<file path="config.mk">
export PLATFORM = sky130hd
export DESIGN_NAME = periodic_client_frame_scheduler_top
export DESIGN_NICKNAME = d
export VERILOG_FILES = /design/src/sv/pcfs_pkg.sv /design/src/sv/pcfs_front.sv /design/src/sv/pcfs_queue.sv /design/src/sv/pcfs_back.sv /design/src/sv/periodic_client_frame_scheduler_top.sv
export SDC_FILE = /design/constraint.sdc
export NUM_CORES = 2
export LEC_CHECK = 0
export ABC_AREA = 1
export BUFFER_PORTS_ARGS = -buffer_cell sky130_fd_sc_hd__buf_4
export CORE_MARGIN = 2
export CORE_UTILIZATION = 43
export CTS_BUF_LIST = sky130_fd_sc_hd__clkbuf_8
export CTS_CLUSTER_SIZE = 28
export DETAILED_ROUTE_END_ITERATION = 16
export HOLD_SLACK_MARGIN = 0.12
export PLACE_DENSITY_LB_ADDON = 0.3
export SLEW_MARGIN = 25
export SYNTH_ARGS = -nofsm -noshare
export SYNTH_HDL_FRONTEND = slang
export SYNTH_SLANG_ARGS = --single-unit
</file>
<file path="constraint.sdc">
create_clock -name clk -period 6.4 [get_ports clk]
set_clock_uncertainty 0.15 [all_clocks]
set_input_delay 1.28 -clock clk [delete_from_list [all_inputs] [get_ports clk]]
set_output_delay 1.28 -clock clk [all_outputs]
set_load 0.1 [all_outputs]
</file>
<file path="src/sv/pcfs_pkg.sv">
// shared types and constants of the periodic client frame scheduler
package pcfs_pkg;

  localparam logic [1:0] KIND_TICK  = 2'd0;
  localparam logic [1:0] KIND_REG   = 2'd1;
  localparam logic [1:0] KIND_DEREG = 2'd2;

  localparam int          MAX_OUT   = 16;
  localparam logic [23:0] SLACK_RST = 24'd10000;

  typedef struct packed {
    logic [1:0]  kind;
    logic [3:0]  id;
    logic [23:0] ivl;
    logic        unlim;
    logic [19:0] frames;
    logic [47:0] now;
  } cmd_t;

  typedef struct packed {
    logic [3:0] client;
    logic       frame;
    logic       fin;
  } res_t;

endpackage

</file>
<file path="src/sv/pcfs_front.sv">
// front end: classifies input words and builds queue commands
module pcfs_front #(
  parameter int CLIENTS = 16
) (
  input  logic               [1:0]  in_kind,
  input  logic               [3:0]  in_client_id,
  input  logic               [23:0] in_interval_us,
  input  logic signed        [20:0] in_frame_count,
  input  logic               [47:0] in_now_us,
  output pcfs_pkg::cmd_t            cmd,
  output logic                      keep
);
  import pcfs_pkg::*;

  logic id_ok;

  assign id_ok = (32'(in_client_id) < 32'(CLIENTS));

  always_comb begin
    cmd.kind   = in_kind;
    cmd.id     = in_client_id;
    cmd.ivl    = (in_interval_us == 24'd0) ? 24'd1 : in_interval_us;
    cmd.unlim  = in_frame_count[20];
    cmd.frames = in_frame_count[20] ? 20'd0 : in_frame_count[19:0];
    cmd.now    = in_now_us;
    case (in_kind)
      KIND_TICK:  keep = 1'b1;
      KIND_REG:   keep = id_ok && (in_frame_count != 21'sd0);
      KIND_DEREG: keep = id_ok;
      default:    keep = 1'b0;
    endcase
  end

endmodule

</file>
<file path="src/sv/pcfs_queue.sv">
// two-entry command queue between front and back end
module pcfs_queue (
  input  logic           clk,
  input  logic           rst_n,
  input  logic           push,
  input  pcfs_pkg::cmd_t din,
  output logic           full,
  input  logic           pop,
  output pcfs_pkg::cmd_t dout,
  output logic           avail
);
  import pcfs_pkg::*;

  cmd_t       slot_r [2];
  logic       wp_r;
  logic       rp_r;
  logic [1:0] cnt_r;

  assign full  = (cnt_r == 2'd2);
  assign avail = (cnt_r != 2'd0);
  assign dout  = slot_r[rp_r];

  always_ff @(posedge clk) begin
    if (push) begin
      slot_r[wp_r] <= din;
    end
  end

  always_ff @(posedge clk) begin
    if (!rst_n) begin
      wp_r  <= 1'b0;
      rp_r  <= 1'b0;
      cnt_r <= 2'd0;
    end else begin
      wp_r  <= wp_r ^ push;
      rp_r  <= rp_r ^ pop;
      cnt_r <= cnt_r + {1'b0, push} - {1'b0, pop};
    end
  end

endmodule

</file>
<file path="src/sv/pcfs_back.sv">
// back end: client table, due-order scan and result output register
module pcfs_back #(
  parameter int CLIENTS   = 16,
  parameter int TIME_BITS = 48
) (
  input  logic           clk,
  input  logic           rst_n,
  input  logic [23:0]    slack,
  input  logic           cmd_vld,
  input  pcfs_pkg::cmd_t cmd,
  output logic           cmd_pop,
  output logic           out_valid,
  input  logic           out_ready,
  output logic [3:0]     out_served_client,
  output logic           out_frame_delivered,
  output logic           out_finished,
  output logic           out_last
);
  import pcfs_pkg::*;

  localparam int IW = (CLIENTS > 1) ? $clog2(CLIENTS) : 1;
  localparam int CW = $clog2(CLIENTS + 1);
  localparam int NW = $clog2(MAX_OUT + 1);

  localparam logic [1:0] ST_IDLE  = 2'd0;
  localparam logic [1:0] ST_SCAN  = 2'd1;
  localparam logic [1:0] ST_SERVE = 2'd2;
  localparam logic [1:0] ST_DONE  = 2'd3;

  function automatic logic [TIME_BITS-1:0] sat_add(input logic [TIME_BITS-1:0] a,
                                                   input logic [TIME_BITS-1:0] b);
    logic [TIME_BITS:0] s;
    s = {1'b0, a} + {1'b0, b};
    return s[TIME_BITS] ? {TIME_BITS{1'b1}} : s[TIME_BITS-1:0];
  endfunction

  logic [TIME_BITS-1:0] due_mem [CLIENTS];
  logic [23:0]          per_mem [CLIENTS];
  logic [19:0]          frm_mem [CLIENTS];
  logic                 unl_mem [CLIENTS];

  logic [TIME_BITS-1:0] rd_due_r;
  logic [23:0]          rd_per_r;
  logic [19:0]          rd_frm_r;
  logic                 rd_unl_r;

  logic                 we;
  logic [IW-1:0]        wa, ra;
  logic [TIME_BITS-1:0] wdue;
  logic [23:0]          wper;
  logic [19:0]          wfrm;
  logic                 wunl;

  logic [1:0]           state_r, state_nxt;
  logic [CLIENTS-1:0]   valid_r, valid_nxt;
  logic [CLIENTS-1:0]   ready_r, ready_nxt;
  logic [CW-1:0]        active_r, active_nxt;
  logic [TIME_BITS-1:0] limit_r, limit_nxt;
  logic [CW-1:0]        cnt_r, cnt_nxt;
  logic                 ev_vld_r, ev_vld_nxt;
  logic [IW-1:0]        ev_idx_r, ev_idx_nxt;
  logic                 first_r, first_nxt;
  logic                 best_vld_r, best_vld_nxt;
  logic [IW-1:0]        best_idx_r, best_idx_nxt;
  logic [TIME_BITS-1:0] best_due_r, best_due_nxt;
  logic [23:0]          best_per_r, best_per_nxt;
  logic [19:0]          best_frm_r, best_frm_nxt;
  logic                 best_unl_r, best_unl_nxt;
  logic [NW-1:0]        n_r, n_nxt;
  logic                 pend_vld_r, pend_vld_nxt;
  res_t                 pend_r, pend_nxt;
  logic                 out_vld_r, out_vld_nxt;
  res_t                 out_r, out_nxt;
  logic                 out_last_r, out_last_nxt;

  logic                 out_free;
  logic                 cand;
  logic [IW-1:0]        cid;
  logic [TIME_BITS-1:0] now_t;
  logic [NW-1:0]        n_inc;

  assign out_free = !out_vld_r || out_ready;
  assign cid      = IW'(cmd.id);
  assign now_t    = TIME_BITS'(cmd.now);
  assign n_inc    = n_r + NW'(1);
  assign ra       = (cnt_r < CW'(CLIENTS)) ? cnt_r[IW-1:0] : '0;

  always_comb begin
    state_nxt    = state_r;
    valid_nxt    = valid_r;
    ready_nxt    = ready_r;
    active_nxt   = active_r;
    limit_nxt    = limit_r;
    cnt_nxt      = cnt_r;
    first_nxt    = first_r;
    best_vld_nxt = best_vld_r;
    best_idx_nxt = best_idx_r;
    best_due_nxt = best_due_r;
    best_per_nxt = best_per_r;
    best_frm_nxt = best_frm_r;
    best_unl_nxt = best_unl_r;
    n_nxt        = n_r;
    pend_vld_nxt = pend_vld_r;
    pend_nxt     = pend_r;
    out_vld_nxt  = out_vld_r && !out_ready;
    out_nxt      = out_r;
    out_last_nxt = out_last_r;
    cmd_pop      = 1'b0;
    we           = 1'b0;
    wa           = best_idx_r;
    wdue         = best_due_r;
    wper         = best_per_r;
    wfrm         = best_frm_r;
    wunl         = best_unl_r;
    cand         = 1'b0;
    ev_vld_nxt   = (state_r == ST_SCAN) && (cnt_r < CW'(CLIENTS));
    ev_idx_nxt   = cnt_r[IW-1:0];

    // scan evaluation, one entry a cycle
    if (ev_vld_r) begin
      cand = first_r ? (valid_r[ev_idx_r] && (rd_due_r <= limit_r)) : ready_r[ev_idx_r];
      if (first_r) begin
        ready_nxt[ev_idx_r] = cand;
      end
      if (cand && (!best_vld_r || (rd_due_r < best_due_r))) begin
        best_vld_nxt = 1'b1;
        best_idx_nxt = ev_idx_r;
        best_due_nxt = rd_due_r;
        best_per_nxt = rd_per_r;
        best_frm_nxt = rd_frm_r;
        best_unl_nxt = rd_unl_r;
      end
    end

    case (state_r)
      ST_IDLE: begin
        if (cmd_vld) begin
          cmd_pop = 1'b1;
          case (cmd.kind)
            KIND_REG: begin
              if (!valid_r[cid]) begin
                we             = 1'b1;
                wa             = cid;
                wdue           = sat_add(now_t, TIME_BITS'(slack));
                wper           = cmd.ivl;
                wfrm           = cmd.frames;
                wunl           = cmd.unlim;
                valid_nxt[cid] = 1'b1;
                active_nxt     = active_r + CW'(1);
              end
            end
            KIND_DEREG: begin
              if (valid_r[cid]) begin
                valid_nxt[cid] = 1'b0;
                active_nxt     = active_r - CW'(1);
                pend_nxt       = '{client: cmd.id, frame: 1'b0, fin: 1'b1};
                pend_vld_nxt   = 1'b1;
                state_nxt      = ST_DONE;
              end
            end
            KIND_TICK: begin
              limit_nxt    = sat_add(now_t, (active_r == CW'(1)) ? '0
                                                                  : TIME_BITS'(slack));
              cnt_nxt      = '0;
              first_nxt    = 1'b1;
              best_vld_nxt = 1'b0;
              n_nxt        = '0;
              state_nxt    = ST_SCAN;
            end
            default: ;
          endcase
        end
      end
      ST_SCAN: begin
        cnt_nxt = cnt_r + CW'(1);
        if (cnt_r == CW'(CLIENTS)) begin
          state_nxt = ST_SERVE;
        end
      end
      ST_SERVE: begin
        if (!best_vld_r) begin
          state_nxt = ST_DONE;
        end else if (!pend_vld_r || out_free) begin
          if (pend_vld_r) begin
            out_vld_nxt  = 1'b1;
            out_nxt      = pend_r;
            out_last_nxt = 1'b0;
          end
          ready_nxt[best_idx_r] = 1'b0;
          first_nxt             = 1'b0;
          n_nxt                 = n_inc;
          if (!best_unl_r && (best_frm_r == 20'd1)) begin
            valid_nxt[best_idx_r] = 1'b0;
            active_nxt            = active_r - CW'(1);
            pend_nxt = '{client: 4'(best_idx_r), frame: 1'b1, fin: 1'b1};
          end else begin
            we       = 1'b1;
            wdue     = sat_add(best_due_r, TIME_BITS'(best_per_r));
            wfrm     = best_unl_r ? best_frm_r : best_frm_r - 20'd1;
            pend_nxt = '{client: 4'(best_idx_r), frame: 1'b1, fin: 1'b0};
          end
          pend_vld_nxt = 1'b1;
          best_vld_nxt = 1'b0;
          cnt_nxt      = '0;
          state_nxt    = (n_inc == NW'(MAX_OUT)) ? ST_DONE : ST_SCAN;
        end
      end
      ST_DONE: begin
        if (!pend_vld_r) begin
          state_nxt = ST_IDLE;
        end else if (out_free) begin
          out_vld_nxt  = 1'b1;
          out_nxt      = pend_r;
          out_last_nxt = 1'b1;
          pend_vld_nxt = 1'b0;
          state_nxt    = ST_IDLE;
        end
      end
      default: state_nxt = ST_IDLE;
    endcase
  end

  always_ff @(posedge clk) begin
    if (we) begin
      due_mem[wa] <= wdue;
      per_mem[wa] <= wper;
      frm_mem[wa] <= wfrm;
      unl_mem[wa] <= wunl;
    end
    rd_due_r <= due_mem[ra];
    rd_per_r <= per_mem[ra];
    rd_frm_r <= frm_mem[ra];
    rd_unl_r <= unl_mem[ra];
  end

  always_ff @(posedge clk) begin
    limit_r    <= limit_nxt;
    cnt_r      <= cnt_nxt;
    ev_idx_r   <= ev_idx_nxt;
    best_idx_r <= best_idx_nxt;
    best_due_r <= best_due_nxt;
    best_per_r <= best_per_nxt;
    best_frm_r <= best_frm_nxt;
    best_unl_r <= best_unl_nxt;
    pend_r     <= pend_nxt;
    out_r      <= out_nxt;
    out_last_r <= out_last_nxt;
  end

  always_ff @(posedge clk) begin
    if (!rst_n) begin
      state_r    <= ST_IDLE;
      valid_r    <= '0;
      ready_r    <= '0;
      active_r   <= '0;
      ev_vld_r   <= 1'b0;
      first_r    <= 1'b0;
      best_vld_r <= 1'b0;
      n_r        <= '0;
      pend_vld_r <= 1'b0;
      out_vld_r  <= 1'b0;
    end else begin
      state_r    <= state_nxt;
      valid_r    <= valid_nxt;
      ready_r    <= ready_nxt;
      active_r   <= active_nxt;
      ev_vld_r   <= ev_vld_nxt;
      first_r    <= first_nxt;
      best_vld_r <= best_vld_nxt;
      n_r        <= n_nxt;
      pend_vld_r <= pend_vld_nxt;
      out_vld_r  <= out_vld_nxt;
    end
  end

  assign out_valid           = out_vld_r;
  assign out_served_client   = out_r.client;
  assign out_frame_delivered = out_r.frame;
  assign out_finished        = out_r.fin;
  assign out_last            = out_last_r;

endmodule

</file>
<file path="src/sv/periodic_client_frame_scheduler_top.sv">
// top level of the periodic client frame scheduler
// register words are handled in the idle state, deregister words go on to the done state for their notice
// a tick takes one table scan per served client plus a last scan unless MAX_OUT were served,
// plus output stalls; the table's single read port, read one entry at a time, sets this
// a two-word queue lets new words be taken while the back end works
// rst_n is synchronous: table empty, slack back to 10000, queue and output empty
module periodic_client_frame_scheduler_top #(
  parameter int CLIENTS   = 16,
  parameter int TIME_BITS = 48
) (
  input  logic               clk,
  input  logic               rst_n,
  input  logic               in_valid,
  output logic               in_ready,
  input  logic        [1:0]  in_kind,
  input  logic        [3:0]  in_client_id,
  input  logic        [23:0] in_interval_us,
  input  logic signed [20:0] in_frame_count,
  input  logic        [47:0] in_now_us,
  output logic               out_valid,
  input  logic               out_ready,
  output logic        [3:0]  out_served_client,
  output logic               out_frame_delivered,
  output logic               out_finished,
  output logic               out_last,
  input  logic               cfg_we,
  input  logic        [23:0] cfg_wdata
);
  import pcfs_pkg::*;

  logic [23:0] slack_r;
  cmd_t        f_cmd, q_cmd;
  logic        f_keep, q_full, q_avail, q_pop;

  always_ff @(posedge clk) begin
    if (!rst_n) begin
      slack_r <= SLACK_RST;
    end else if (cfg_we) begin
      slack_r <= cfg_wdata;
    end
  end

  assign in_ready = !q_full;

  pcfs_front #(.CLIENTS(CLIENTS)) u_front (
    .in_kind        (in_kind),
    .in_client_id   (in_client_id),
    .in_interval_us (in_interval_us),
    .in_frame_count (in_frame_count),
    .in_now_us      (in_now_us),
    .cmd            (f_cmd),
    .keep           (f_keep)
  );

  pcfs_queue u_queue (
    .clk   (clk),
    .rst_n (rst_n),
    .push  (in_valid && in_ready && f_keep),
    .din   (f_cmd),
    .full  (q_full),
    .pop   (q_pop),
    .dout  (q_cmd),
    .avail (q_avail)
  );

  pcfs_back #(.CLIENTS(CLIENTS), .TIME_BITS(TIME_BITS)) u_back (
    .clk                 (clk),
    .rst_n               (rst_n),
    .slack               (slack_r),
    .cmd_vld             (q_avail),
    .cmd                 (q_cmd),
    .cmd_pop             (q_pop),
    .out_valid           (out_valid),
    .out_ready           (out_ready),
    .out_served_client   (out_served_client),
    .out_frame_delivered (out_frame_delivered),
    .out_finished        (out_finished),
    .out_last            (out_last)
  );

  // a notice without a frame is the single result of a deregister
  a_notice_alone: assert property (@(posedge clk) disable iff (!rst_n)
    out_valid && !out_frame_delivered |-> out_finished && out_last)
    else $error("notice word not marked finished and last");

  // every word that does not retire a client carries a frame
  a_live_has_frame: assert property (@(posedge clk) disable iff (!rst_n)
    out_valid && !out_finished |-> out_frame_delivered)
    else $error("word with neither frame nor finish");

  a_reset_empty: assert property (@(posedge clk)
    !rst_n |=> !out_valid)
    else $error("output word present after reset");

endmodule
</file>
* Yosys cells after proc, flatten, opt, wreduce, memory -nomap -nowiden
Memory sizes are Yosys's and may differ from the RTL's. A register that Yosys moved wholly into a read port is not among the register bits.
Index checks and enable logic that the tools add are counted.
** Word-level totals
- Bits in registers :: 244
- RAM bits :: 1686
- Memories kept :: 5
** Operators by class
- Bitwise gates (word level) :: 8
- Eq/ne operators :: 29
- Magnitude comparators :: 9
- Muxes and demuxes :: 146
- Reductions and logical operators :: 39
- Add/sub/neg operators :: 10
** Memories
- u_back.due_mem :: depth 16, width 48, read ports 1, clocked after Yosys merged registers in 1, write ports 1, line pcfs_back.sv:37 : logic [TIME_BITS-1:0] due_mem [CLIENTS];
- u_back.per_mem :: depth 16, width 24, read ports 1, clocked after Yosys merged registers in 1, write ports 1, line pcfs_back.sv:38 : logic [23:0] per_mem [CLIENTS];
- u_back.frm_mem :: depth 16, width 20, read ports 1, clocked after Yosys merged registers in 1, write ports 1, line pcfs_back.sv:39 : logic [19:0] frm_mem [CLIENTS];
- u_queue.slot_r :: depth 2, width 99, read ports 1, clocked after Yosys merged registers in 1, write ports 1, line pcfs_queue.sv:14 : cmd_t slot_r [2];
- u_back.unl_mem :: depth 16, width 1, read ports 1, clocked after Yosys merged registers in 1, write ports 1, line pcfs_back.sv:40 : logic unl_mem [CLIENTS];
** Operator list (number)
- $mux W48 :: 8
- $mux W16 :: 11
- $mux W20 :: 8
- $mux W24 :: 6
- $add A48 B24 Y49 :: 2
- $pmux W48 S2 :: 1
- $pmux W16 S2 :: 2
- $mux W5 :: 12
- $mux W6 :: 10
- $mux W1 :: 52
- $add A48 B48 Y49 :: 1
- $and A16 B16 Y16 :: 3
- $le A48 B48 Y1 :: 1
- $lt A48 B48 Y1 :: 1
- $pmux W20 S2 :: 1
- $not A16 Y16 :: 2
- $pmux W5 S2 :: 3
- $logic_not A24 Y1 :: 1
- $pmux W6 S2 :: 2
- $reduce_and A6 Y1 :: 4
- $reduce_bool A21 Y1 :: 1
- $eq A20 B1 Y1 const B :: 1
- $mux W4 :: 5
- $sub A20 B1 Y20 const B :: 1
- 37 further kinds :: 102

* Depth between registers and ports, before layout
- Depth in word-level cells :: 11
- Mapped depth :: 25

* Hierarchy
Synthesis repeated with hierarchy kept, for this count alone.
** Second synthesis, totals
- Cell total of the unflattened synthesis :: 8387
- Area, all modules :: 90369.2 sq um
** By module, submodules not included
- pcfs_back :: seq. area each 52500.4 sq um, cells an instance 7742, area an instance 81150.3 sq um, times used 1
- pcfs_queue :: seq. area each 6045.8 sq um, cells an instance 337, area an instance 7404.6 sq um, times used 1
- periodic_client_frame_scheduler_top :: seq. area each 480.5 sq um, cells an instance 145, area an instance 982.2 sq um, times used 1
- pcfs_front :: seq. area each 0.0 sq um, cells an instance 163, area an instance 832.0 sq um, times used 1

* Worst setup path before layout
No wires, ideal clock.
- Kind :: register to register
- Start :: register with a tool-made name
- End :: memory u_back.due_mem[0][0], enable pin
- Path slack :: -0.510 ns
- Stages on the path, launching flop included :: 15
- Clock period less this slack :: 6.910 ns
- Data required time :: 5.704 ns
- Library setup time :: 0.546 ns
- Arrival time :: 6.215 ns
- Path through :: dfxtp_1 inv_2 buf_4 buf_4 clkbuf_1 or2_2 o21ai_0 ha_1 nand3_4 buf_4 nand2_1 o21ai_2 inv_1 nand3_1 nor2_1
** RTL lines (line)
- to (decl) :: pcfs_back.sv:37

==> results.tsv <==
metric	value	unit
status	complete, no violations	
area_growth	12.6	%
postLayoutCellArea	101000	um^2
muxShareOfSynthArea	0.0560	%
p_int	0.0267	W
seq_area_frac_synth	66.0	%
hold_violations	0	
final_common_cell	edfxtp_1	
worst_pin_slew	1220	ps
final_cell_mix	edfxtp_1 (1849), nor2_1 (1818), nand2_1 (1214), inv_1 (673), o21ai_0 (575)	
fill_cells	18600	
rows	167	
crit_arrival	5760	ps
initial_core_util	43.2	%
max_cap_violations	0	
cts_hold_buffers	0	
syn_area	89400	um^2
placed_area	93900	um^2
combinationalPowerShare	35.4	%
grt_pass1_vias	62400	
wl_met1	126	mm
clk_pin_slew_worst_paths	60	ps
clock-sinks	2024	
ctsResizeCount	0	
synthAdderAreaFrac	2.62	%
ctsLongestPathBuffers	4	
pwr-share-seq	39.1	%
grt_max_degree	171	
via_per_inst	5.75	
synth_xor_area_share	0.696	%
post_cts_buffers	0	
critPathCaptureType	register	
crit_path_start_kind	register	
place_inst	10900	
synth_top_family_by_area	simple AND/OR/NAND/NOR gates	
p_leak	37.3	nW
vias	66000	
synth.distinct_cells	55	
syn_nets	8620	
wl_met3	25.9	mm
dr.pass1.iters	8	
avgSynthCellArea	10.8	um^2
fin_crit	5160	ps
ant_nets	0	
wl_per_cell	24.9	um
max_slew_margin	18.5	%
num-nets-final	8818	
drcViolationCount	0	
synth_edf_count	1849	
core	207000	um^2
routed_wl	286	mm
setup_viol_count_final	0	
synthFlopType	edfxtp_1	
grt_antenna_before_repair	16	
post-place-ws	1220	ps
synth-compound-area-share	10.2	%
p_per_area	441	nW/um^2
cts_buffers	347	
die_x	460	um
grt_pass1_wl	416	mm
finalMaxSlewViolations	0	
drive_above_1_share	9.34	%
p_sw_share	39.8	%
htreeDepth	5	
gp_congestion	1.00	
yosys_warnings	0	
io_pins	137	
dpl.hpwl	173	mm
rsz0062_at_grt	no	
grt-ovfl-total	0	
p_sw	0.0176	W
crit_required	7000	ps
layout.cells.non_filler	11500	
synthArstFlopShare	0	%
path_class	reg2reg	
drt_iter0_markers	8242	
syn_inst	8307	
grt_util_all_layers	26.5	%
max_freq	0.194	GHz
finalCritPeriodShare	80.7	%
tns	0	ps
routed.top_layer	met5	
setup_slack	1240	ps
cp_max_fo	59	
synthSimpleGateAreaFrac	16.2	%
route.met2.wl	127	mm
pwr-share-clk	25.5	%
ys_ff_latch	2024	
insertion_delay	1080	ps
dieArea	212000	um^2
dieHeight	460	um
cts_tree	built	
cts-root-buf	clkbuf_8	
irDropWorstVdd	0.381	mV
hold_class	reg2reg	
port-buffer-count	136	
flip-flops by register name (all words and copies together) (netlist names), 6 cells and up, named ones only:
name and cells:
slack_r 24, u_back.best_due_r 48, u_back.best_frm_r 20, u_back.best_per_r 24, u_back.due_mem 768, u_back.frm_mem 320, u_back.limit_r 48, u_back.pend_r 6
u_back.per_mem 384, u_back.rd_due_r 48, u_back.rd_frm_r 20, u_back.rd_per_r 24, u_back.ready_r 16, u_back.unl_mem 16, u_queue.slot_r 198
worst max-delay path, cell delays in order (launching register included):
cell and delay [ps]:
dfxtp_4 400, buf_4 750, o21ai_0 330, inv_1 200, fa_1 260, nand3_1 90
nand2_1 160, nand2_1 70, nand2_1 210, nand2_1 80, nand2_1 210, nand2_1 90
nand2_1 190, nand2_2 220, nand2_1 650, buf_4 250, o21ai_1 60, nand2_1 450
cells by family (layout without fill, tap and decap cells):
kind of cell	count (synthesis)	count (layout)
compound gates	1424	1424
xor+xnor	71	71
fa+ha+maj	185	185
buf+inv	978	1448
flops	2024	2024
mux	5	5
other cells	0	10
simple gates	3620	3620
power by group through the flow:
stage / logic [W] / clock network, W / registers (W)
after floorplan: 0.00953 / 0 / 0.0172
after CTS: 0.0155 / 0.0115 / 0.0173
after detailed placement: 0.0154 / 0 / 0.0176
after global placement: 0.0152 / 0 / 0.0176
final: 0.0157 / 0.0113 / 0.0173
after global routing: 0.0171 / 0.0120 / 0.0174
stage by stage:
step	utilization [%]	hold slack (ps)	power, W
floorplan	-	225	0.0267
global placement	45.3	237	0.0328
detailed placement	45.4	239	0.0330
CTS	48.6	147	0.0443
global route	48.6	182	0.0465
finish	48.6	190	0.0443
synth_stat cells (17+ instances only):
library cell | number | area [um^2]
o31ai_1 | 26 | 195
xor2_1 | 54 | 473
o32ai_1 | 88 | 771
nand3_1 | 385 | 1930
buf_2 | 23 | 115
inv_1 | 534 | 2000
nand4_1 | 66 | 413
a21oi_1 | 239 | 1200
o21ai_0 | 577 | 2890
nor3_1 | 49 | 245
xnor2_1 | 17 | 149
clkbuf_1 | 363 | 1360
dfxtp_1 | 175 | 3500
ha_1 | 182 | 2280
o211ai_1 | 93 | 698
nor2_1 | 1841 | 6910
or2_2 | 19 | 119
o311ai_0 | 299 | 2620
nand2_1 | 1215 | 4560
edfxtp_1 | 1849 | 55500
buf_1 | 35 | 131
path summary, 6_finish.rpt:
check	start	end	slack, ps	cells after the start
worst max-delay path	register	u_back.due_mem[1][10]$_DFFE_PP_	1240	17
worst min-delay path	u_back.rd_per_r[19]$_DFF_P_	u_back.best_per_r[19]$_DFFE_PP_	190	0
worst max register to register	register	u_back.due_mem[1][10]$_DFFE_PP_	1240	17
worst min register to register	u_back.rd_per_r[19]$_DFF_P_	u_back.best_per_r[19]$_DFFE_PP_	190	0
metal layers:
metal / vias to the layer above / GRT usage, %
li1: 29800 / -
met1: 32500 / 38.9
met2: 3280 / 40.2
met3: 464 / 4.44
met4: 2 / 7.80
met5: - / 0
final cells by class:
type	instances	area, um^2	area share [%]
Clock buffer	398	5480	5.44
Inverter	547	2070	2.06
Tap cell	2704	3380	3.36
Clock inverter	223	1180	1.17
Timing Repair Buffer	280	2590	2.58
Antenna cell	10	25.0	0.0249
Multi-Input combinational cell	5305	26900	26.7
Sequential cell	2024	59000	58.7
(Power assumes the default switching activity.)
